## config.mk

```make
export PLATFORM = sky130hd
export DESIGN_NAME = mlp2_cell
export DESIGN_NICKNAME = d
export VERILOG_FILES = /design/src/rtl/mlp2_cell.sv
export SDC_FILE = /design/constraint.sdc
export NUM_CORES = 1
export LEC_CHECK = 0
export ABC_AREA = 1
export BUFFER_PORTS_ARGS = -buffer_cell sky130_fd_sc_hd__buf_2
export CAP_MARGIN = 0
export CORE_AREA = 5 5 42 44
export CTS_CLUSTER_DIAMETER = 200
export DETAILED_ROUTE_END_ITERATION = 6
export DIE_AREA = 0 0 47 49
export GPL_ROUTABILITY_DRIVEN = 0
export PLACE_DENSITY = 0.68
export SYNTH_ARGS = -nofsm -noshare
export SYNTH_HDL_FRONTEND = slang
export SYNTH_SLANG_ARGS = --single-unit
```

## constraint.sdc

```tcl
create_clock -name clk -period 2.65 [get_ports clk]
set_clock_uncertainty 0.05 [all_clocks]
set_input_delay 0.6625 -clock clk [delete_from_list [all_inputs] [get_ports clk]]
set_output_delay 0.6625 -clock clk [all_outputs]
set_load 0.01 [all_outputs]
```

## src/rtl/mlp2_cell.sv

```systemverilog
// ---------------------------------------------------------------------------
// mlp2_cell
// one storage cell of a rotating operand row
// ---------------------------------------------------------------------------
module mlp2_cell #(
  parameter int W = 8
) (
  input  logic         clk,
  input  logic         ld,
  input  logic [W-1:0] ld_d,
  input  logic         sh,
  input  logic [W-1:0] sh_d,
  output logic [W-1:0] q
);

  logic [W-1:0] q_r;

  always_ff @(posedge clk) begin
    if (ld) begin
      q_r <= ld_d;
    end else if (sh) begin
      q_r <= sh_d;
    end
  end

  assign q = q_r;

endmodule

```

Yosys cells after proc, flatten, opt, wreduce, memory -nomap -nowiden
Cells that the tools add are included.
{"block": "totals", "output_inout_bits": 8, "wordCells": 4, "reg_bits": 8}
{"block": "classes", "reduce_logical": 1, "mux": 2}
{"cell": "two-way mux 8 bit", "n": 2}
{"cell": "nonzero test 2 bit", "n": 1}

Depth between registers and ports, before layout
{"block": "logic_depth", "depth_word": 2, "ltp_mapped": 4, "depth_no_buf": 3}

Worst setup path before layout
Ideal clock, no wire load.
{"block": "synth_path", "path_kind": "input to register", "from": "input ld", "to": "register q_r[0], in the netlist q[0] (enable)", "setup_slack_ns": 1.221, "required_time_ns": 2.317, "arrival_time_ns": 1.096, "setup_ns": 0.283, "path_stages": 2, "cell_sequence": "buf_6 or2_1"}
{"block": "synth_via", "elab_chain_len": 1}
{"item": "start: declaration", "line": "9", "rtl": "input logic ld,"}
{"item": "nonzero test 2 bit (no line)"}
{"item": "end signal: assignment", "line": "20", "rtl": "q_r <= ld_d;"}
{"item": "end: declaration", "line": "16", "rtl": "logic [W-1:0] q_r;"}
No other way between the ends.
A chain may end at the register's enable or synchronous reset.

Worst setup path in the final report
{"block": "layout_path", "from": "register q_r[4], in the netlist q[4]", "to": "output q[4]"}
{"item": "end: declaration", "line": "13", "rtl": "output logic [W-1:0] q"}
No word-level cell between the ends.

==> reports/qor.txt <==
Worst-Margin Slew - 0.298 ns
Unique masters post-synth - 5
top cells by area, synth - edfxtp_1, nand2_1, buf_6, or2_1, inv_2
DRT Pass-1 Iters - 4
Max IR drop VDD - 160 uV
gr usage total - 7.28%
DR WL met3 - 89 microns
Vias - 315
total nets after synthesis - 54
power density cells - 576 nW/um^2
I/O Buffers - 26
DRC errors left - 0
slowest stage delay, CP - 0.37 ns
ys async rst share - 0%
share of cells above drive strength 1 - 47.6%
Final Hold Vio Count - 0
top-area cell type share of the netlist area - 68.3%
die height - 49 microns
cell taking the most area after synthesis - edfxtp_1
Final setup viols - 0
Avg Cell Area, Syn - 10.0 sq um
Worst-path clk slew - 0.05 ns
Worst EP required - 1.94 ns
Crit-path slowest cell - edfxtp_1
first-pass GRT wire length - 1150 microns
CP cell instances - buf_2
vias per cell - 3.99
Slew HR - 80.1%
hold_ws - 0.629 ns
max reg flops - 8
Fmax - 675 MHz
DRT antenna net count - 0
post-DR wirelength/cell - 9.80 microns
dpl ws - 1.12 ns
register area share after synthesis - 68.3%
Synth Register Bits - 8
most common cell in the netlist - nand2_1
Setup CP Type - reg2out
CORE AREA - 1400 sq um
metal2 WL - 371 microns
Max Cap Viol - 0
initial antenna violation count - 0
unrepaired setup endpoints after global routing - false
Hold WC Path Type - in2reg
DR top layer - met3
total grt overflow - 0
CP Launch Type - register
Final nets - 84
DR iter-0 viols - 11
I/O Pins - 27
Ys Warns - 0
Root Driver - clkbuf_4
synth-to-layout area growth - 45.9%
final worst slack - 1.17 ns
vias in the first global route - 290
diode count - 0
leakage power - 0.276 nW
EDFF count, synth - 8
Routed WL - 774 microns
Finished Cell Area - 513 sq um
Post-Syn Area - 352 sq um
crit share post-route - 55.9%
pin count of the biggest net entering global routing - 11
Worst Path Buf+Inv - 1
post-CTS setup buffers - 0
critical path arrival - 0.77 ns
most common library cells after synthesis - nand2_1, edfxtp_1, buf_6, inv_2, or2_1
outcome - completed
WL met1 - 313 microns
Die X-Extent - 47 microns
Sink Count - 8
CP Max Fanout - 1
FP Rows - 14
CTS Buf Count - 3
cell count after synthesis - 35
clk buf depth - 2
H-tree levels - 1
Slew Viols, Final - 0
dominant register cell in the synthesized netlist - edfxtp_1
Initial Utilization - 25.1%
# fillers - 155
CTS resizes - 0
setup TNS - 0 ns
final worst path period need - 1.48 ns
Area after DPL - 490 sq um
CP Capture Type - primary output
die area - 2300 sq um
clock tree from TritonCTS - done
hold buffer count at CTS - 0
CP delay by family, top - flip-flops
[cells by family after synthesis]
logic type             Yosys count  share of synthesized area (%)
buffers and inverters            2                           4.27
flip-flops                       8                           68.3
AND/OR/NAND/NOR                 25                           27.4
[through the flow]
step | util, % | cells | power [W]
floorplan | - | 35 | 0.000184
global placement | 35.0 | 76 | 0.000210
detailed placement | 35.0 | 76 | 0.000210
CTS | 36.6 | 79 | 0.000300
global route | 36.6 | 79 | 0.000315
finish | 36.6 | 79 | 0.000296
[worst paths after layout]
check | startpoint | end | slack [ns] | depth (start not counted)
worst max-delay path | q[4]$_DFFE_PP_ | q[4] | 1.17 | 1
worst min-delay path | sh_d[6] | q[6]$_DFFE_PP_ | 0.63 | 3
[cells in the final DEF, fill, tap and decap left out]
| cell | count |
|---|---|
| buf_2 | 26 |
| clkbuf_4 | 3 |
| edfxtp_1 | 8 |
| inv_2 | 1 |
| nand2_1 | 24 |
| or2_1 | 1 |
[metal layers]
layer  vias to the layer above  GRT usage (%)
met2                        17           9.50
met3                         0           1.85
met1                       131           8.49
met5                         -              0
met4                         0           8.29
li1                        167              -
[worst min-delay path, delay by kind of cell]
family,cells,cell delay [ns]
simple gates,2,0.09
buf+inv,1,0.07
[layout make-up]
type	instances	area [sq um]	area share, %
multi-input combinational	25	96.3	18.8
inverter	1	3.75	0.732
tap	16	20.0	3.90
sequential	8	240	46.8
timing repair buffer	26	130	25.4
clock buffer	3	22.5	4.39
[report_power, final]
group | internal, W | switching, W | leakage (nW)
sequential | 0.000156 | 0.00000272 | 0.0824
combinational | 0.0000228 | 0.0000261 | 0.180
clock | 0.0000515 | 0.0000368 | 0.0138
(Power assumes the default switching activity.)
